**src/rtl/b32c_pkg.sv**
```systemverilog
// Shared types, constants and symbol tables for the Base32 stream codec.
// Depends on nothing; used by the controller, the datapath and the top level.
package b32c_pkg;

    localparam logic [7:0] PAD_CHAR = 8'h3D;

    localparam logic [7:0] ALPHABET [32] = '{
        8'h41, 8'h42, 8'h43, 8'h44, 8'h45, 8'h46, 8'h47, 8'h48,
        8'h4A, 8'h4B, 8'h4C, 8'h4D, 8'h4E, 8'h50, 8'h51, 8'h52,
        8'h53, 8'h54, 8'h55, 8'h56, 8'h57, 8'h58, 8'h59, 8'h5A,
        8'h32, 8'h33, 8'h34, 8'h35, 8'h36, 8'h37, 8'h38, 8'h39
    };

    typedef struct packed {
        logic accept;   // latch a new input word
        logic emit;     // load one result into the output register
    } cmd_t;

    typedef struct packed {
        logic res_avail;  // a result is ready to leave for the current word
        logic res_final;  // the pending result finishes the current word
        logic out_free;   // the output register can take a result this cycle
    } stat_t;

    function automatic logic [7:0] sym_char(input logic [4:0] idx);
        sym_char = ALPHABET[idx];
    endfunction

    // Bit 5 set means the character is not in the alphabet.
    function automatic logic [5:0] char_index(input logic [7:0] c);
        logic [7:0] up;
        logic [5:0] idx;
        up = c;
        idx = 6'h20;
        if (c >= 8'h61 && c <= 8'h7A)
        begin
            up = c - 8'h20;
        end
        for (int i = 0; i < 32; i++)
        begin
            if (ALPHABET[i] == up)
            begin
                idx = 6'(i);
            end
        end
        char_index = idx;
    endfunction

endpackage

```
**src/rtl/base32_stream_codec_core.sv**
```systemverilog
// Top level of the Base32 stream codec: joins the controller and datapath.
// Depends on b32c_pkg, b32c_ctrl and b32c_datapath.
//
//  channel   handshake            payload
//  s_*       s_tvalid / s_tready  s_tdata = byte_in, s_tlast = end_of_message
//  m_*       m_tvalid / m_tready  m_tdata = value_out, m_tuser = valid_res,
//                                 m_tlast = last
//  cfg_*     cfg_we               cfg_wdata = direction (0 encode, 1 decode)
//
// A word is taken while the controller is idle, then its results leave one per
// cycle from the output register while m_tready does not stall. Decoding gives
// one result per word. Encoding gives one result per symbol; at message end
// flush and padding add up to seven symbols.
// A stalled m_tready holds the controller in its drain state.
// Reset clears the direction to encode and all message state.
module base32_stream_codec_core
(
    input  logic       clk,
    input  logic       rst_n,
    input  logic       s_tvalid,
    output logic       s_tready,
    input  logic [7:0] s_tdata,   // [7:0] byte_in
    input  logic       s_tlast,
    output logic       m_tvalid,
    input  logic       m_tready,
    output logic [7:0] m_tdata,   // [7:0] value_out
    output logic       m_tuser,   // [0] valid_res
    output logic       m_tlast,
    input  logic       cfg_we,
    input  logic       cfg_wdata
);

    b32c_pkg::cmd_t  cmd;
    b32c_pkg::stat_t stat;

    b32c_ctrl u_ctrl
    (
        .clk      (clk),
        .rst_n    (rst_n),
        .s_tvalid (s_tvalid),
        .s_tready (s_tready),
        .stat     (stat),
        .cmd      (cmd)
    );

    b32c_datapath u_datapath
    (
        .clk       (clk),
        .rst_n     (rst_n),
        .cfg_we    (cfg_we),
        .cfg_wdata (cfg_wdata),
        .in_byte   (s_tdata),
        .in_eom    (s_tlast),
        .cmd       (cmd),
        .stat      (stat),
        .out_ready (m_tready),
        .out_valid (m_tvalid),
        .out_value (m_tdata),
        .out_flag  (m_tuser),
        .out_last  (m_tlast)
    );

endmodule

```
**src/rtl/b32c_ctrl.sv**
```systemverilog
// Controller for the Base32 stream codec: takes one input word, then drains
// its results one per cycle while stat.out_free is set. Depends on b32c_pkg.
module b32c_ctrl
(
    input  logic            clk,
    input  logic            rst_n,
    input  logic            s_tvalid,
    output logic            s_tready,
    input  b32c_pkg::stat_t stat,
    output b32c_pkg::cmd_t  cmd
);

    localparam logic ST_IDLE = 1'b0;
    localparam logic ST_BUSY = 1'b1;

    logic state_reg;
    logic state_next;

    always_comb
    begin
        state_next = state_reg;
        cmd.accept = 1'b0;
        cmd.emit   = 1'b0;
        s_tready   = 1'b0;
        case (state_reg)
            ST_IDLE:
            begin
                s_tready = 1'b1;
                if (s_tvalid)
                begin
                    cmd.accept = 1'b1;
                    state_next = ST_BUSY;
                end
            end
            ST_BUSY:
            begin
                if (!stat.res_avail)
                begin
                    state_next = ST_IDLE;
                end
                else if (stat.out_free)
                begin
                    cmd.emit = 1'b1;
                    if (stat.res_final)
                    begin
                        state_next = ST_IDLE;
                    end
                end
            end
            default:
            begin
                state_next = ST_IDLE;
            end
        endcase
    end

    always_ff @(posedge clk or negedge rst_n)
    begin
        if (!rst_n)
        begin
            state_reg <= ST_IDLE;
        end
        else
        begin
            state_reg <= state_next;
        end
    end

endmodule

```
**src/rtl/b32c_datapath.sv**
```systemverilog
// Datapath for the Base32 stream codec: bit accumulator, symbol counter,
// direction register and the output register. Depends on b32c_pkg.
module b32c_datapath
(
    input  logic            clk,
    input  logic            rst_n,
    input  logic            cfg_we,
    input  logic            cfg_wdata,
    input  logic [7:0]      in_byte,
    input  logic            in_eom,
    input  b32c_pkg::cmd_t  cmd,
    output b32c_pkg::stat_t stat,
    input  logic            out_ready,
    output logic            out_valid,
    output logic [7:0]      out_value,
    output logic            out_flag,
    output logic            out_last
);

    logic        dir_reg;
    logic [11:0] acc_reg;
    logic [11:0] acc_next;
    logic [3:0]  bits_reg;
    logic [3:0]  bits_next;
    logic [2:0]  cnt_reg;
    logic [2:0]  cnt_next;
    logic [7:0]  byte_reg;
    logic        eom_reg;
    logic        oval_reg;
    logic [7:0]  oval_value_reg;
    logic        oflag_reg;
    logic        olast_reg;

    logic [7:0]  res_value;
    logic        res_flag;
    logic        res_last;
    logic [11:0] acc_step;
    logic [3:0]  bits_step;
    logic [2:0]  cnt_step;
    logic [11:0] shifted;
    logic [5:0]  idx;
    logic [11:0] acc_ins;
    logic [3:0]  bits_ins;

    assign idx = b32c_pkg::char_index(byte_reg);
    assign acc_ins = {acc_reg[6:0], idx[4:0]};
    assign bits_ins = bits_reg + 4'd5;

    always_comb
    begin
        stat.out_free  = !oval_reg || out_ready;
        stat.res_avail = 1'b0;
        stat.res_final = 1'b0;
        res_value      = 8'h00;
        res_flag       = 1'b1;
        res_last       = 1'b0;
        acc_step       = acc_reg;
        bits_step      = bits_reg;
        cnt_step       = cnt_reg + 3'd1;
        shifted        = 12'h000;
        if (!dir_reg)
        begin
            if (bits_reg >= 4'd5)
            begin
                bits_step = bits_reg - 4'd5;
                shifted = acc_reg >> bits_step;
                res_value = b32c_pkg::sym_char(shifted[4:0]);
                res_last = eom_reg && (bits_step == 4'd0) && (cnt_step == 3'd0);
                stat.res_avail = 1'b1;
            end
            else if (eom_reg && bits_reg != 4'd0)
            begin
                // Leftover bits are zero-filled at the low end of the symbol.
                shifted = acc_reg << (4'd5 - bits_reg);
                res_value = b32c_pkg::sym_char(shifted[4:0]);
                bits_step = 4'd0;
                res_last = (cnt_step == 3'd0);
                stat.res_avail = 1'b1;
            end
            else if (eom_reg && cnt_reg != 3'd0)
            begin
                res_value = b32c_pkg::PAD_CHAR;
                res_last = (cnt_step == 3'd0);
                stat.res_avail = 1'b1;
            end
            stat.res_final = res_last;
        end
        else
        begin
            cnt_step = cnt_reg;
            res_flag = 1'b0;
            if (!idx[5])
            begin
                acc_step = acc_ins;
                bits_step = bits_ins;
                if (bits_ins >= 4'd8)
                begin
                    bits_step = bits_ins - 4'd8;
                    shifted = acc_ins >> bits_step;
                    res_value = shifted[7:0];
                    res_flag = 1'b1;
                end
            end
            res_last = eom_reg;
            stat.res_avail = 1'b1;
            stat.res_final = 1'b1;
        end
    end

    always_comb
    begin
        acc_next  = acc_reg;
        bits_next = bits_reg;
        cnt_next  = cnt_reg;
        if (cfg_we)
        begin
            acc_next  = 12'h000;
            bits_next = 4'd0;
            cnt_next  = 3'd0;
        end
        else if (cmd.accept && !dir_reg)
        begin
            acc_next  = {acc_reg[3:0], in_byte};
            bits_next = bits_reg + 4'd8;
        end
        else if (cmd.emit)
        begin
            if (res_last)
            begin
                acc_next  = 12'h000;
                bits_next = 4'd0;
                cnt_next  = 3'd0;
            end
            else
            begin
                acc_next  = acc_step;
                bits_next = bits_step;
                cnt_next  = cnt_step;
            end
        end
    end

    always_ff @(posedge clk or negedge rst_n)
    begin
        if (!rst_n)
        begin
            dir_reg  <= 1'b0;
            acc_reg  <= 12'h000;
            bits_reg <= 4'd0;
            cnt_reg  <= 3'd0;
            eom_reg  <= 1'b0;
            oval_reg <= 1'b0;
        end
        else
        begin
            if (cfg_we)
            begin
                dir_reg <= cfg_wdata;
            end
            acc_reg  <= acc_next;
            bits_reg <= bits_next;
            cnt_reg  <= cnt_next;
            if (cmd.accept)
            begin
                eom_reg <= in_eom;
            end
            if (cmd.emit)
            begin
                oval_reg <= 1'b1;
            end
            else if (out_ready)
            begin
                oval_reg <= 1'b0;
            end
        end
    end

    always_ff @(posedge clk)
    begin
        if (cmd.accept)
        begin
            byte_reg <= in_byte;
        end
        if (cmd.emit)
        begin
            oval_value_reg <= res_value;
            oflag_reg      <= res_flag;
            olast_reg      <= res_last;
        end
    end

    assign out_valid = oval_reg;
    assign out_value = oval_value_reg;
    assign out_flag  = oflag_reg;
    assign out_last  = olast_reg;

    a_bits_range: assert property (@(posedge clk) disable iff (!rst_n)
        bits_reg <= 4'd12)
        else $error("bit count out of range");

    a_last_clears: assert property (@(posedge clk) disable iff (!rst_n)
        cmd.emit && res_last && !cfg_we |=> bits_reg == 4'd0 && cnt_reg == 3'd0)
        else $error("message state not cleared after last word");

    a_decode_no_count: assert property (@(posedge clk) disable iff (!rst_n)
        dir_reg |-> cnt_reg == 3'd0)
        else $error("symbol counter moved while decoding");

    a_emit_slot: assert property (@(posedge clk) disable iff (!rst_n)
        cmd.emit |-> stat.out_free && stat.res_avail)
        else $error("result loaded into a busy output register");

endmodule
```
**config.mk**
```make
export PLATFORM = sky130hd
export DESIGN_NAME = base32_stream_codec_core
export DESIGN_NICKNAME = d
export VERILOG_FILES = /design/src/rtl/b32c_pkg.sv /design/src/rtl/base32_stream_codec_core.sv /design/src/rtl/b32c_ctrl.sv /design/src/rtl/b32c_datapath.sv
export SDC_FILE = /design/constraint.sdc
export NUM_CORES = 1
export LEC_CHECK = 0
export BUFFER_PORTS_ARGS = -buffer_cell sky130_fd_sc_hd__buf_2
export CAP_MARGIN = 20
export CORE_UTILIZATION = 25
export CTS_BUF_LIST = sky130_fd_sc_hd__clkbuf_4
export CTS_CLUSTER_SIZE = 25
export DETAILED_ROUTE_END_ITERATION = 16
export PLACE_DENSITY = 0.48
export SYNTH_ARGS = -nofsm -noshare
export SYNTH_HDL_FRONTEND = slang
export SYNTH_SLANG_ARGS = --single-unit
```
**constraint.sdc**
```tcl
create_clock -name clk -period 3.6 [get_ports clk]
set_clock_uncertainty 0.15 [all_clocks]
set_input_delay 0 -clock clk [delete_from_list [all_inputs] [get_ports clk]]
set_output_delay 0 -clock clk [all_outputs]
set_load 0.02 [all_outputs]
```
Word-level counts from Yosys, hierarchy flattened. Memories as Yosys holds them, arrays and structs flattened. Index checks and enable logic that the tools add are counted.

$add $sub $neg: 7. Order comparisons: 6. Eq/ne operators: 36. Shift operators: 3. Muxes and demuxes: 85. Bitwise logic cells: 3. Reductions and logical operators: 21.

Operators with widths (number): $mux 6 (33); $eq 7x8->1 const A (24); $mux 8 (10); $mux 12 (6); $eq 6x8->1 const A (8); $mux 4 (9); $mux 1 (20); $mux 3 (5); $ge 6x6->1 const B (2); $not 5->6 (2); $shl 12x4->5 (1); $shr 12x4->5 (1); $shr 12x4->8 (1); $reduce_and 3->1 (3); $ge 8x7->1 const B (1); $le 8x7->1 const B (1); $reduce_bool 4->1 (2); $sub 8x6->8 const B (1); $logic_and 1x1->1 (6); $reduce_bool 3->1 (2); $reduce_bool 6->1 (1); $ne 5x5->1 const B (1); $add 4x3->4 const B (1); $add 4x4->4 const B (1); other kinds (17) (19).

Register bits: 41. Memory bits (read-only): 512. Bits of input ports: 15. Output and inout bits: 12. Memories: 2.

Memories: (name not given) (words 32, bits a word 8, read ports 1, clocked after Yosys merged registers in 0, wr ports 0, RTL line b32c_pkg.sv:26) `sym_char = ALPHABET[idx];`; (name not given) (words 32, bits a word 8, read ports 1, clocked after Yosys merged registers in 0, wr ports 0, RTL line b32c_pkg.sv:26).

Logic depth before layout (Yosys ltp). Gate-level depths: netlist (run 1).

Depth after elaboration: 42. Mapped depth: 17. Depth with buffers taken out: 13.

By module. Synthesis (run 1) repeated with hierarchy kept, for this count alone.

Cells, all modules: 495. Area total of the unflattened synthesis: 4340.4 µm².

By module, submodules not included: b32c_datapath (instances 1, cells an instance 489, area each 4282.9 µm²); b32c_ctrl (instances 1, cells an instance 6, area each 57.6 µm²).

Worst setup path before layout (run 1). Ideal clock, no wire load.

Kind: reg2reg. Start: reg u_datapath.bits_reg[0]. End: reg u_datapath.oval_value_reg[1] (netlist: u_datapath.out_value[1]) (data pin). Arrival: 3.381 ns. Required time: 3.191 ns. Setup slack: -0.190 ns. Cell stages (with the launch flop): 15. Cells stage by stage: dfrtp_1 > buf_6 > buf_4 > clkinv_1 > ha_1 > buf_2 > clkbuf_1 > mux4_2 > nand3_1 > o21ai_1 > ha_1 > nor3b_1 > nor2_1 > o211ai_1 > a211o_1.

Cells in the longest elaborated chain, start to end: 9.

RTL lines: start: declaration (RTL line b32c_datapath.sv:23) `logic [3:0] bits_reg;`; start signal: assignment (RTL line b32c_datapath.sv:161) `bits_reg <= bits_next;`; $sub 3x4->4 (RTL line b32c_datapath.sv:74) `shifted = acc_reg << (4'd5 - bits_reg);`; $shl 12x4->5 (RTL line b32c_datapath.sv:74); $not 5->6 (not written as such) (RTL line b32c_pkg.sv:26); $mem_v2 32x8; $mux 8 (not written as such) (2 in series) (RTL line b32c_pkg.sv:26); $mux 8 (RTL line b32c_datapath.sv:71) `else if (eom_reg && bits_reg != 4'd0)`; $mux 8 (RTL line b32c_datapath.sv:63) `if (bits_reg >= 4'd5)`; $mux 8 * (RTL line b32c_datapath.sv:61) `if (!dir_reg)`; named net u_datapath.res_value[1] (RTL line b32c_datapath.sv:34) `logic [7:0] res_value;`; end signal: assignment (RTL line b32c_datapath.sv:186) `oval_value_reg <= res_value;`; end: declaration (RTL line b32c_datapath.sv:30) `logic [7:0] oval_value_reg;`.

The timed path passes the listed nets; every way through them passes the cells marked *. The select of a mux whose other input is x is not followed. A chain may end at the register's enable or synchronous reset.

Worst setup path after layout (run 1).
Start: reg u_datapath.byte_reg[5]. End: reg u_datapath.oval_value_reg[0] (netlist: u_datapath.out_value[0]) (data pin).

Cells in the longest elaborated chain, start to end: 39.

RTL lines: start: declaration (RTL line b32c_datapath.sv:27) `logic [7:0] byte_reg;`; start signal: assignment (RTL line b32c_datapath.sv:182) `byte_reg <= in_byte;`; $ge 8x7->1 / $le 8x7->1 (equally long branches) (RTL line b32c_pkg.sv:35) `if (c >= 8'h61 && c <= 8'h7A)`; $logic_and 1x1->1 (RTL line b32c_pkg.sv:35); $mux 8 * (RTL line b32c_pkg.sv:35); $eq 7x8->1 (RTL line b32c_pkg.sv:41) `if (ALPHABET[i] == up)`; $mux 6 (30 in series) (RTL line b32c_pkg.sv:41); $mux 6 * (RTL line b32c_pkg.sv:41); $shr 12x4->8 (RTL line b32c_datapath.sv:99) `shifted = acc_ins >> bits_step;`; $mux 8 (RTL line b32c_datapath.sv:96) `if (bits_ins >= 4'd8)`; $mux 8 * (RTL line b32c_datapath.sv:92) `if (!idx[5])`; $mux 8 * (RTL line b32c_datapath.sv:61); named net u_datapath.res_value[0] (RTL line b32c_datapath.sv:34).

The timed path passes the listed nets; every way through them passes the cells marked *.

==> impl_metrics.prom, run 1 <==
# TYPE chip_impl_metric gauge
chip_impl_info{name="run_status",value="completed"} 1
chip_impl_metric{name="route.detailed.wl_per_inst",unit="um"} 16.4
chip_impl_info{name="rsz_0062_raised_after_global_routing",value="false"} 1
chip_impl_metric{name="worstHoldPathCells",unit=""} 2
chip_impl_metric{name="cts_buffer_depth",unit=""} 2
chip_impl_metric{name="dieHeight",unit="um"} 132
chip_impl_metric{name="fill_cells",unit=""} 1720
chip_impl_metric{name="fin_area",unit="sq mm"} 0.00487
chip_impl_metric{name="post_detailed_placement_cell_area",unit="sq mm"} 0.00459
chip_impl_metric{name="fraction_of_final_layout_cells_with_drive_strength_greater_than_1",unit="%"} 20.1
chip_impl_info{name="most-common-layout-cells",value="46 x sky130_fd_sc_hd__nand2_1, 29 x sky130_fd_sc_hd__nor2_1, 26 x sky130_fd_sc_hd__buf_2"} 1
chip_impl_metric{name="met2_usage",unit="%"} 21.6
chip_impl_info{name="timing.setup.critical_path_class",value="reg -> reg"} 1
chip_impl_metric{name="post-dp-hpwl",unit="um"} 8900
chip_impl_metric{name="detail_route.wirelength",unit="um"} 11800
chip_impl_metric{name="pin_count_of_the_biggest_net_entering_global_routing",unit=""} 42
chip_impl_metric{name="clk_transition_reported_paths",unit="ps"} 140
chip_impl_metric{name="multiInputGateArea",unit="sq mm"} 0.00283
chip_impl_metric{name="layout_min_cycle_time",unit="ps"} 3350
chip_impl_metric{name="crit_path_max_fanout",unit=""} 7
chip_impl_metric{name="route.vias.total",unit=""} 3814
chip_impl_metric{name="postSynthAreaPerCell",unit="sq um"} 8.94
chip_impl_metric{name="leakagePower",unit="nW"} 1.98
chip_impl_metric{name="placedCellCount",unit=""} 695
chip_impl_metric{name="finish.cell_count_without_fillers",unit=""} 723
chip_impl_metric{name="number_of_nets_in_the_layout",unit=""} 544
chip_impl_info{name="grt-busiest-layer",value="met2"} 1
chip_impl_metric{name="io_buf_count",unit=""} 26
chip_impl_info{name="worstSetupStartpointType",value="register"} 1
chip_impl_metric{name="rows",unit=""} 46
chip_impl_metric{name="detail_route.drc_violations",unit=""} 0
chip_impl_metric{name="synth_warnings",unit=""} 0
chip_impl_metric{name="report.final.setup_viol",unit=""} 0
chip_impl_metric{name="syn-num-nets",unit=""} 507
chip_impl_metric{name="finalCritPeriodShare",unit="%"} 93.0
chip_impl_metric{name="worst_slew_margin_rel",unit="%"} 49.8
chip_impl_metric{name="timing.fmax",unit="MHz"} 299
chip_impl_metric{name="start_util",unit="%"} 26.0
chip_impl_metric{name="largest_register_ff_count",unit=""} 12
chip_impl_info{name="synth_flop_cell",value="sky130_fd_sc_hd__dfrtp_1"} 1
chip_impl_metric{name="synthesis.area",unit="sq mm"} 0.00419
chip_impl_metric{name="tightestPinTransition",unit="ps"} 750
chip_impl_metric{name="cellPowerDensity",unit="mW/mm^2"} 701
chip_impl_metric{name="synth_seq_area_share",unit="%"} 26.6
chip_impl_info{name="crit_start",value="u_datapath.byte_reg[5]"} 1
chip_impl_metric{name="layout_overhead_on_the_synthesized_area",unit="%"} 16.1
chip_impl_info{name="endpoint_class_of_the_critical_path",value="register"} 1
chip_impl_metric{name="antenna-diode-count",unit=""} 0
chip_impl_metric{name="worst-endpoint-arrival",unit="ps"} 3430
chip_impl_metric{name="detailedRoute.firstPassIterationCount",unit=""} 4
chip_impl_info{name="launch_instance_of_the_worst_register_to_register_path",value="u_datapath.byte_reg[5]"} 1
chip_impl_metric{name="drv.max_cap_violation_count",unit=""} 0
chip_impl_info{name="tritoncts",value="yes"} 1
chip_impl_metric{name="met1_usage",unit="%"} 19.5
chip_impl_info{name="hold_path.class",value="in -> reg"} 1
chip_impl_metric{name="peakVddDrop",unit="mV"} 0.310
chip_impl_metric{name="grt_remaining_overflow",unit=""} 0
chip_impl_metric{name="grt_antenna_before_repair",unit=""} 0
chip_impl_metric{name="ys_ff_latch",unit=""} 41
chip_impl_metric{name="setup_total_negative_slack",unit="ps"} 0
chip_impl_metric{name="number_of_pins_exceeding_their_max_slew_limit_in_the_final_report",unit=""} 0
chip_impl_metric{name="grt_pass1_wl",unit="um"} 19300
chip_impl_metric{name="floorplan.die_area",unit="sq mm"} 0.0173
chip_impl_metric{name="grt_util_all_layers",unit="%"} 13.8
chip_impl_metric{name="met3_usage",unit="%"} 2.47
chip_impl_metric{name="r2r_cells",unit=""} 9
chip_impl_metric{name="detailedRoute.firstIterationViolations",unit=""} 238
chip_impl_metric{name="floorplan.io_pins",unit=""} 27
chip_impl_metric{name="netlist-cell-type-count",unit=""} 80
chip_impl_metric{name="vias_per_cell",unit=""} 5.28
chip_impl_metric{name="numClockSinks",unit=""} 41
chip_impl_metric{name="htree_levels",unit=""} 2
chip_impl_metric{name="first_global_vias",unit=""} 3628
chip_impl_metric{name="clk-insertion-delay-late",unit="ps"} 380
chip_impl_metric{name="worst_ep_required_time",unit="ps"} 3680
chip_impl_metric{name="synth_edf_count",unit=""} 18
chip_impl_metric{name="ff_latch_area",unit="sq mm"} 0.00112
chip_impl_metric{name="chipWidth",unit="um"} 132
chip_impl_metric{name="synthCells",unit=""} 469
chip_impl_metric{name="report.final.hold_viol_count",unit=""} 0
chip_impl_metric{name="cts-buffers-inserted",unit=""} 5
chip_impl_metric{name="gp_congestion",unit=""} 0.926
chip_impl_metric{name="route.antenna.remaining_nets",unit=""} 0
chip_impl_info{name="hold_path.startpoint",value="s_tdata[2]"} 1
chip_impl_info{name="clock-root-buffer",value="sky130_fd_sc_hd__clkbuf_4"} 1
chip_impl_metric{name="core_area",unit="sq mm"} 0.0161
chip_impl_info{name="layout_commonest_cell",value="sky130_fd_sc_hd__nand2_1"} 1
chip_impl_metric{name="synth-async-reset-ratio",unit="%"} 56.1
==> cell usage after synthesis (9+ instances only) <==
| master | instances | area (sq um) |
|---|---|---|
| sky130_fd_sc_hd__ha_1 | 23 | 288 |
| sky130_fd_sc_hd__o21ai_0 | 23 | 115 |
| sky130_fd_sc_hd__edfxtp_1 | 18 | 541 |
| sky130_fd_sc_hd__a21oi_1 | 20 | 100 |
| sky130_fd_sc_hd__a22o_1 | 13 | 114 |
| sky130_fd_sc_hd__mux2_2 | 14 | 158 |
| sky130_fd_sc_hd__clkbuf_1 | 22 | 82.6 |
| sky130_fd_sc_hd__inv_1 | 19 | 71.3 |
| sky130_fd_sc_hd__dfrtp_1 | 23 | 576 |
| sky130_fd_sc_hd__mux2i_1 | 16 | 160 |
| sky130_fd_sc_hd__mux4_2 | 9 | 203 |
| sky130_fd_sc_hd__nand2_1 | 46 | 173 |
| sky130_fd_sc_hd__nand2b_1 | 12 | 75.1 |
| sky130_fd_sc_hd__nor2_1 | 29 | 109 |
| sky130_fd_sc_hd__nor3_1 | 13 | 65.1 |
| sky130_fd_sc_hd__o211ai_1 | 10 | 75.1 |
| sky130_fd_sc_hd__mux2_1 | 9 | 101 |
==> logic make-up after synthesis <==
kind of cell / synth area share, %
XOR/XNOR: 1.67
flip-flops: 26.6
buffers and inverters: 6.12
multiplexers: 14.8
adder cells (fa/ha/maj): 6.86
AO/OA/AOI/OAI: 25.3
AND/OR/NAND/NOR: 18.6
==> final timing paths <==
path	to	slack, ps
min	u_datapath.byte_reg[2]	200
max in group asynchronous	u_datapath.bits_reg[0]	2690
min reg2reg	u_datapath.out_valid	380
min in group asynchronous	u_datapath.cnt_reg[1]	440
max	u_datapath.out_value[0]	250
max reg2reg	u_datapath.out_value[0]	250
==> through the flow <==
stage          power [mW]  setup WS, ps  util [%]  hold WS, ps
2_1_floorplan        2.48          35.8         -         -446
3_3_place_gp         3.09           270      28.5         -134
3_5_place_dp         3.11           229      28.5         -130
4_1_cts              3.40           194      30.2          185
5_1_grt              3.69          35.4      30.2          168
6_report             3.41           251      30.2          198
==> where the power goes <==
group / leakage, nW / switching, mW / total (mW) / internal [mW]
combinational: 1.47 / 1.41 / 2.34 / 0.932
clock: 0.0316 / 0.177 / 0.254 / 0.0773
sequential: 0.478 / 0.169 / 0.822 / 0.653
total: 1.98 / 1.75 / 3.41 / 1.66
==> routing by layer <==
metal | vias to the layer above | wire length [um]
li1 | 1848 | -
met1 | 1851 | 5780
met2 | 103 | 5410
met3 | 12 | 456
met4 | 0 | 183
met5 | - | 0
==> worst max-delay path, cell delays in order (launching register included) <==
cell	delay, ps
sky130_fd_sc_hd__edfxtp_1	430
sky130_fd_sc_hd__inv_1	120
sky130_fd_sc_hd__ha_1	270
sky130_fd_sc_hd__o21ai_1	420
sky130_fd_sc_hd__nand2_1	250
sky130_fd_sc_hd__a221oi_1	330
sky130_fd_sc_hd__nor3_1	170
sky130_fd_sc_hd__a2111oi_0	660
sky130_fd_sc_hd__a311oi_1	180
sky130_fd_sc_hd__o211ai_1	210
==> repair_timing <==
action,in CTS,in global routing
setup buffers,0,0
gates resized for setup,0,3
endpoints found under the hold margin,45,0
hold buffers,20,0
endpoints found under the setup margin,0,1
==> cell type report <==
class                           instances  share of cell area [%]
Timing Repair Buffer                   66                    10.3
Multi-Input combinational cell        368                    58.1
Tap cell                              216                    5.55
Inverter                               24                    1.85
Clock buffer                            5                   0.771
Clock inverter                          3                   0.437
Sequential cell                        41                    23.0
Note: power is estimated with default switching activity, not from simulation.
==> inputs of run 2 (changes only) <==
--- a/config.mk
+++ b/config.mk
@@ -8,7 +8,6 @@
 export BUFFER_PORTS_ARGS = -buffer_cell sky130_fd_sc_hd__buf_2
 export CAP_MARGIN = 20
 export CORE_UTILIZATION = 25
-export CTS_BUF_LIST = sky130_fd_sc_hd__clkbuf_4
 export CTS_CLUSTER_SIZE = 25
 export DETAILED_ROUTE_END_ITERATION = 16
 export PLACE_DENSITY = 0.48
==> run 2 against run 1 <==
Maximum frequency is essentially flat. First-iteration DRC count grew 11%. Combinational power is essentially flat. Sequential share of layout area shrank 0.22 points. Setup slack better by 1.9 ps. Via count shrank 0.71%. Critical endpoint is now u_datapath.out_value[3].
==> impl_metrics.prom, run 2 (synthesis results as in run 1) <==
# TYPE chip_impl_metric gauge
chip_impl_metric{name="floorplan.io_pins",unit=""} 27
chip_impl_metric{name="clk-insertion-delay-late",unit="ps"} 300
chip_impl_metric{name="layout_overhead_on_the_synthesized_area",unit="%"} 17.2
chip_impl_metric{name="htree_levels",unit=""} 2
chip_impl_info{name="endpoint_class_of_the_critical_path",value="register"} 1
chip_impl_metric{name="cellPowerDensity",unit="mW/mm^2"} 734
chip_impl_info{name="crit_start",value="u_datapath.bits_reg[1]"} 1
chip_impl_metric{name="setup_total_negative_slack",unit="ps"} 0
chip_impl_info{name="launch_instance_of_the_worst_register_to_register_path",value="u_datapath.bits_reg[1]"} 1
chip_impl_metric{name="leakagePower",unit="nW"} 2.00
chip_impl_metric{name="worst_hold_slack",unit="ps"} 36.0
chip_impl_metric{name="cts-buffers-inserted",unit=""} 5
chip_impl_info{name="run_status",value="completed"} 1
chip_impl_metric{name="fraction_of_final_layout_cells_with_drive_strength_greater_than_1",unit="%"} 20.0
chip_impl_metric{name="chipWidth",unit="um"} 132
chip_impl_metric{name="worst_slew_margin_rel",unit="%"} 49.3
chip_impl_metric{name="core_area",unit="sq mm"} 0.0161
chip_impl_info{name="worstSetupStartpointType",value="register"} 1
chip_impl_metric{name="route.vias.total",unit=""} 3787
chip_impl_metric{name="cts_buffer_depth",unit=""} 2
chip_impl_metric{name="rows",unit=""} 46
chip_impl_metric{name="clk_transition_reported_paths",unit="ps"} 60
chip_impl_metric{name="io_buf_count",unit=""} 26
chip_impl_metric{name="finalCritPeriodShare",unit="%"} 93.0
chip_impl_metric{name="largest_register_ff_count",unit=""} 12
chip_impl_metric{name="dieHeight",unit="um"} 132
chip_impl_metric{name="report.final.setup_viol",unit=""} 0
chip_impl_metric{name="postCtsSetupBuffers",unit=""} 0
chip_impl_metric{name="worst-endpoint-arrival",unit="ps"} 3220
chip_impl_metric{name="start_util",unit="%"} 26.0
chip_impl_info{name="most-common-layout-cells",value="46 x sky130_fd_sc_hd__nand2_1, 29 x sky130_fd_sc_hd__nor2_1, 26 x sky130_fd_sc_hd__buf_2"} 1
chip_impl_metric{name="peakVddDrop",unit="mV"} 0.316
chip_impl_metric{name="grt_util_all_layers",unit="%"} 13.9
chip_impl_metric{name="crit_path_max_fanout",unit=""} 9
chip_impl_metric{name="route.detailed.wl_per_inst",unit="um"} 16.4
chip_impl_metric{name="grt_antenna_before_repair",unit=""} 0
chip_impl_metric{name="detail_route.drc_violations",unit=""} 0
chip_impl_metric{name="numClockSinks",unit=""} 41
chip_impl_metric{name="grt_pass1_wl",unit="um"} 19300
chip_impl_info{name="timing.setup.critical_path_class",value="reg -> reg"} 1
chip_impl_metric{name="tightestPinTransition",unit="ps"} 757
chip_impl_metric{name="layout_min_cycle_time",unit="ps"} 3350
chip_impl_metric{name="detail_route.wirelength",unit="um"} 11800
chip_impl_info{name="hold_path.class",value="in -> reg"} 1
chip_impl_metric{name="setup.reg_to_reg.worst_slack",unit="ps"} 250
chip_impl_metric{name="number_of_nets_in_the_layout",unit=""} 541
chip_impl_metric{name="worst_ep_required_time",unit="ps"} 3470
chip_impl_metric{name="number_of_pins_exceeding_their_max_slew_limit_in_the_final_report",unit=""} 0
chip_impl_metric{name="route.antenna.remaining_nets",unit=""} 0
chip_impl_metric{name="post-dp-hpwl",unit="um"} 8900
chip_impl_metric{name="grt_remaining_overflow",unit=""} 0
chip_impl_metric{name="drv.max_cap_violation_count",unit=""} 0
chip_impl_metric{name="final_util",unit="%"} 30.5
chip_impl_info{name="rsz_0062_raised_after_global_routing",value="false"} 1
chip_impl_metric{name="vias_per_cell",unit=""} 5.26
chip_impl_metric{name="detailedRoute.firstIterationViolations",unit=""} 264
chip_impl_metric{name="first_global_vias",unit=""} 3632
chip_impl_metric{name="antenna-diode-count",unit=""} 0
chip_impl_info{name="layout_commonest_cell",value="sky130_fd_sc_hd__nand2_1"} 1
chip_impl_metric{name="pin_count_of_the_biggest_net_entering_global_routing",unit=""} 42
chip_impl_metric{name="gp_congestion",unit=""} 0.926
chip_impl_info{name="tritoncts",value="yes"} 1
chip_impl_info{name="clock-root-buffer",value="sky130_fd_sc_hd__clkbuf_16"} 1
chip_impl_metric{name="timing.fmax",unit="MHz"} 299
chip_impl_metric{name="detailedRoute.firstPassIterationCount",unit=""} 5
chip_impl_metric{name="report.final.hold_viol_count",unit=""} 0
chip_impl_info{name="hold_path.startpoint",value="cfg_we"} 1
chip_impl_metric{name="floorplan.die_area",unit="sq mm"} 0.0173
run 2: changes by cell type in the layout (fill, tap and decap cells not counted), sizes merged:
cell / previous run / this run
buf: 47 / 46
dlygate4sd3: 19 / 17
run 2: cell type report:
class	count	area [sq um]
fillers	1720	11200
multi-input cells	368	2830
flip-flops and latches	41	1120
repair buffers	63	463
well taps	216	270
clock buffers	5	125
inverters	24	90.1
clock inverters	3	21.3
run 2: layer usage:
| layer | GRT usage [%] | wire length [um] | vias to the layer above |
|---|---|---|---|
| li1 | - | - | 1843 |
| met3 | 2.08 | 378 | 15 |
| met2 | 21.7 | 5440 | 71 |
| met4 | 4.46 | 217 | 0 |
| met5 | 0 | 0 | - |
| met1 | 19.6 | 5800 | 1858 |
run 2: repair_timing:
item,in CTS,in global routing
resized for setup,0,3
hold buffers,17,0
setup endpoints to repair,0,1
hold endpoints to repair,42,0
run 2: worst max-delay path: stages, from the launching register on:
cell and delay, ps:
sky130_fd_sc_hd__dfrtp_1 340, sky130_fd_sc_hd__inv_1 110, sky130_fd_sc_hd__ha_1 530, sky130_fd_sc_hd__buf_4 250
sky130_fd_sc_hd__mux4_2 290, sky130_fd_sc_hd__and3_1 220, sky130_fd_sc_hd__nor3_4 340, sky130_fd_sc_hd__inv_2 110
sky130_fd_sc_hd__ha_1 200, sky130_fd_sc_hd__o21ai_0 160, sky130_fd_sc_hd__a31oi_1 60, sky130_fd_sc_hd__o21ai_0 170
sky130_fd_sc_hd__o221ai_1 140
run 2: final timing paths:
path	to	cells past startpoint
worst min register to register	u_datapath.out_valid	2
worst max register to register	u_datapath.out_value[3]	12
min in group asynchronous	u_datapath.cnt_reg[1]	2
max in group asynchronous	u_datapath.bits_reg[0]	2
worst min-delay path	u_datapath.bits_reg[3]	3
worst max-delay path	u_datapath.out_value[3]	12
run 2: report_power, final:
group / internal [mW] / switching (mW) / leakage, nW
clock: 0.258 / 0.198 / 0.0702
sequential: 0.655 / 0.169 / 0.478
combinational: 0.928 / 1.40 / 1.46
run 2: stage by stage:
step	setup slack (ps)	area (sq um)	power, mW	std cells
detailed placement	229	4590	3.11	695
finish	253	4920	3.61	720
global placement	270	4590	3.09	695
CTS	210	4910	3.61	720
floorplan	35.8	4200	2.48	469
global route	45.6	4920	3.88	720
==> inputs of run 3 (changes only) <==
--- a/config.mk
+++ b/config.mk
@@ -10,6 +10,7 @@
 export CORE_UTILIZATION = 25
 export CTS_CLUSTER_SIZE = 25
 export DETAILED_ROUTE_END_ITERATION = 16
+export MAX_ROUTING_LAYER = met4
 export PLACE_DENSITY = 0.48
 export SYNTH_ARGS = -nofsm -noshare
 export SYNTH_HDL_FRONTEND = slang
==> run 3 against run 2 <==
Critical path depth fell by 1. Sequential share of layout area fell by 0.069 points. Core utilization rose by 0.093 points. Global-route usage rose by 0.44 points. Maximum frequency rose by 1.3%. Setup slack improved by 44 ps. Largest cell class unchanged. Largest power group unchanged. Highest routed layer unchanged.
==> impl_metrics.prom, run 3 (synthesis results as in run 1) <==
# TYPE chip_impl_metric gauge
chip_impl_metric{name="tightestPinTransition",unit="ps"} 774
chip_impl_metric{name="crit_path_max_incr_delay",unit="ps"} 450
chip_impl_metric{name="grt_util_all_layers",unit="%"} 14.4
chip_impl_metric{name="grt_remaining_overflow",unit=""} 0
chip_impl_metric{name="cts-buffers-inserted",unit=""} 5
chip_impl_metric{name="post_detailed_placement_cell_area",unit="sq mm"} 0.00458
chip_impl_info{name="rsz_0062_raised_after_global_routing",value="false"} 1
chip_impl_metric{name="leakagePower",unit="nW"} 2.01
chip_impl_metric{name="floorplan.io_pins",unit=""} 27
chip_impl_metric{name="fill_cells",unit=""} 1722
chip_impl_metric{name="layout_setup_ws",unit="ps"} 297
chip_impl_info{name="hold_path.class",value="in -> reg"} 1
chip_impl_metric{name="worst-endpoint-arrival",unit="ps"} 3190
chip_impl_info{name="endpoint_class_of_the_critical_path",value="register"} 1
chip_impl_info{name="layout_commonest_cell",value="sky130_fd_sc_hd__nand2_1"} 1
chip_impl_info{name="run_status",value="completed"} 1
chip_impl_metric{name="fraction_of_final_layout_cells_with_drive_strength_greater_than_1",unit="%"} 19.8
chip_impl_metric{name="peakVddDrop",unit="mV"} 0.421
chip_impl_metric{name="detail_route.wirelength.met1",unit="um"} 5920
chip_impl_metric{name="setup_total_negative_slack",unit="ps"} 0
chip_impl_metric{name="number_of_nets_in_the_layout",unit=""} 541
chip_impl_metric{name="layout_overhead_on_the_synthesized_area",unit="%"} 17.6
chip_impl_metric{name="clk-insertion-delay-late",unit="ps"} 300
chip_impl_info{name="hold_path.startpoint",value="cfg_we"} 1
chip_impl_metric{name="clk_transition_reported_paths",unit="ps"} 70
chip_impl_info{name="top_layer",value="met4"} 1
chip_impl_metric{name="route.vias.total",unit=""} 3835
chip_impl_metric{name="route.detailed.wl_per_inst",unit="um"} 16.6
chip_impl_metric{name="timing.fmax",unit="MHz"} 303
chip_impl_metric{name="chipWidth",unit="um"} 132
chip_impl_metric{name="finish.cell_count_without_fillers",unit=""} 720
chip_impl_metric{name="worst_hold_slack",unit="ps"} 26.8
chip_impl_metric{name="worst_ep_required_time",unit="ps"} 3490
chip_impl_info{name="clock-root-buffer",value="sky130_fd_sc_hd__clkbuf_16"} 1
chip_impl_metric{name="crit_path_max_fanout",unit=""} 41
chip_impl_metric{name="antenna-diode-count",unit=""} 0
chip_impl_metric{name="worst_slew_margin_rel",unit="%"} 48.2
chip_impl_metric{name="gp_congestion",unit=""} 0.902
chip_impl_metric{name="drv.max_cap_violation_count",unit=""} 0
chip_impl_metric{name="start_util",unit="%"} 26.0
chip_impl_metric{name="grt_antenna_before_repair",unit=""} 0
chip_impl_info{name="cp_cell_sequence",value="buf_4, a21oi_2, xnor2_1, buf_12, mux2i_1, o21ai_1, ha_1, nor3b_1, nor2_1, o211ai_1, a211o_1"} 1
chip_impl_metric{name="placedCellCount",unit=""} 694
chip_impl_metric{name="first_global_vias",unit=""} 3486
chip_impl_metric{name="pin_count_of_the_biggest_net_entering_global_routing",unit=""} 42
chip_impl_metric{name="detail_route.drc_violations",unit=""} 0
chip_impl_metric{name="largest_register_ff_count",unit=""} 12
chip_impl_metric{name="core_area",unit="sq mm"} 0.0161
chip_impl_info{name="launch_instance_of_the_worst_register_to_register_path",value="u_datapath.bits_reg[0]"} 1
chip_impl_metric{name="route.antenna.remaining_nets",unit=""} 0
chip_impl_metric{name="io_buf_count",unit=""} 26
chip_impl_metric{name="report.final.setup_viol",unit=""} 0
chip_impl_info{name="most-common-layout-cells",value="46 x sky130_fd_sc_hd__nand2_1, 29 x sky130_fd_sc_hd__nor2_1, 26 x sky130_fd_sc_hd__buf_2"} 1
chip_impl_metric{name="met3_wirelength",unit="um"} 468
chip_impl_metric{name="htree_levels",unit=""} 2
chip_impl_metric{name="final_util",unit="%"} 30.6
chip_impl_info{name="crit_start",value="u_datapath.bits_reg[0]"} 1
chip_impl_metric{name="number_of_pins_exceeding_their_max_slew_limit_in_the_final_report",unit=""} 0
chip_impl_info{name="worstSetupStartpointType",value="register"} 1
chip_impl_metric{name="vias_per_cell",unit=""} 5.33
chip_impl_metric{name="grt_pass1_wl",unit="um"} 19200
chip_impl_metric{name="ff_latch_area",unit="sq mm"} 0.00112
chip_impl_metric{name="detail_route.wirelength",unit="um"} 11900
chip_impl_metric{name="dieHeight",unit="um"} 132
chip_impl_metric{name="cellPowerDensity",unit="mW/mm^2"} 737
chip_impl_metric{name="report.final.hold_viol_count",unit=""} 0
chip_impl_metric{name="detailedRoute.firstIterationViolations",unit=""} 332
chip_impl_metric{name="layout_min_cycle_time",unit="ps"} 3300
chip_impl_info{name="timing.setup.critical_path_class",value="reg -> reg"} 1
chip_impl_metric{name="detailedRoute.firstPassIterationCount",unit=""} 5
chip_impl_metric{name="post-dp-hpwl",unit="um"} 8920
chip_impl_metric{name="multiInputGateArea",unit="sq mm"} 0.00283
chip_impl_metric{name="numClockSinks",unit=""} 41
chip_impl_metric{name="floorplan.die_area",unit="sq mm"} 0.0173
chip_impl_metric{name="fin_area",unit="sq mm"} 0.00493
chip_impl_metric{name="placement.setup.worst_slack",unit="ps"} 202
chip_impl_info{name="tritoncts",value="yes"} 1
chip_impl_metric{name="design_power_total",unit="mW"} 3.64
chip_impl_info{name="critical-path-slowest-cell",value="sky130_fd_sc_hd__o21ai_1"} 1
chip_impl_metric{name="cts_buffer_depth",unit=""} 2
chip_impl_metric{name="finalCritPeriodShare",unit="%"} 91.8
chip_impl_metric{name="route.met2.wl",unit="um"} 5410
chip_impl_metric{name="rows",unit=""} 46
-- run 3: cell types whose count changed in the layout (fill, tap and decap cells not counted), sizes merged --
cell      change
clkbuf        +2
clkinvlp      -1
inv           -1
-- run 3: repair_timing --
action                                 in CTS  in global routing
resized for setup                           0                  3
setup endpoints to repair                   0                  3
endpoints found under the hold margin      43                  0
setup buffers                               0                  0
hold buffers                               17                  0
-- run 3: critical path, delay by kind of cell (launching register included) --
kind | cells | cell delay, ps
AOI/OAI and AO/OA | 4 | 960
xor gates and xnor gates | 1 | 270
adders and majority gates | 1 | 350
buffers and inverters | 2 | 600
DFF | 1 | 350
muxes | 1 | 80
and+or+nand+nor | 2 | 270
-- run 3: worst paths after layout --
check                                           to  slack [ps]  cells after the start
max                        u_datapath.out_value[1]         300                     11
min                         u_datapath.bits_reg[3]          30                      3
max reg2reg                u_datapath.out_value[1]         300                     11
min reg2reg                   u_datapath.out_valid         360                      2
max in group asynchronous   u_datapath.bits_reg[0]        2820                      2
min in group asynchronous    u_datapath.cnt_reg[0]          70                      2
-- run 3: layout make-up --
type / instances / area share (%)
inverter: 24 / 1.83
sequential: 41 / 22.7
tap: 216 / 5.48
multi-input combinational: 368 / 57.3
clock buffer: 7 / 3.12
timing repair buffer: 63 / 9.39
clock inverter: 1 / 0.178
-- run 3: routing by layer --
layer | track usage [%] | up-vias
li1 | - | 1857
met1 | 20.2 | 1874
met2 | 21.2 | 95
met3 | 2.24 | 9
met4 | 3.88 | 0
met5 | - | -
-- run 3: report_power, final --
group          switching [mW]  internal [mW]
Clock                   0.189          0.301
Sequential              0.157          0.655
Combinational            1.40          0.934
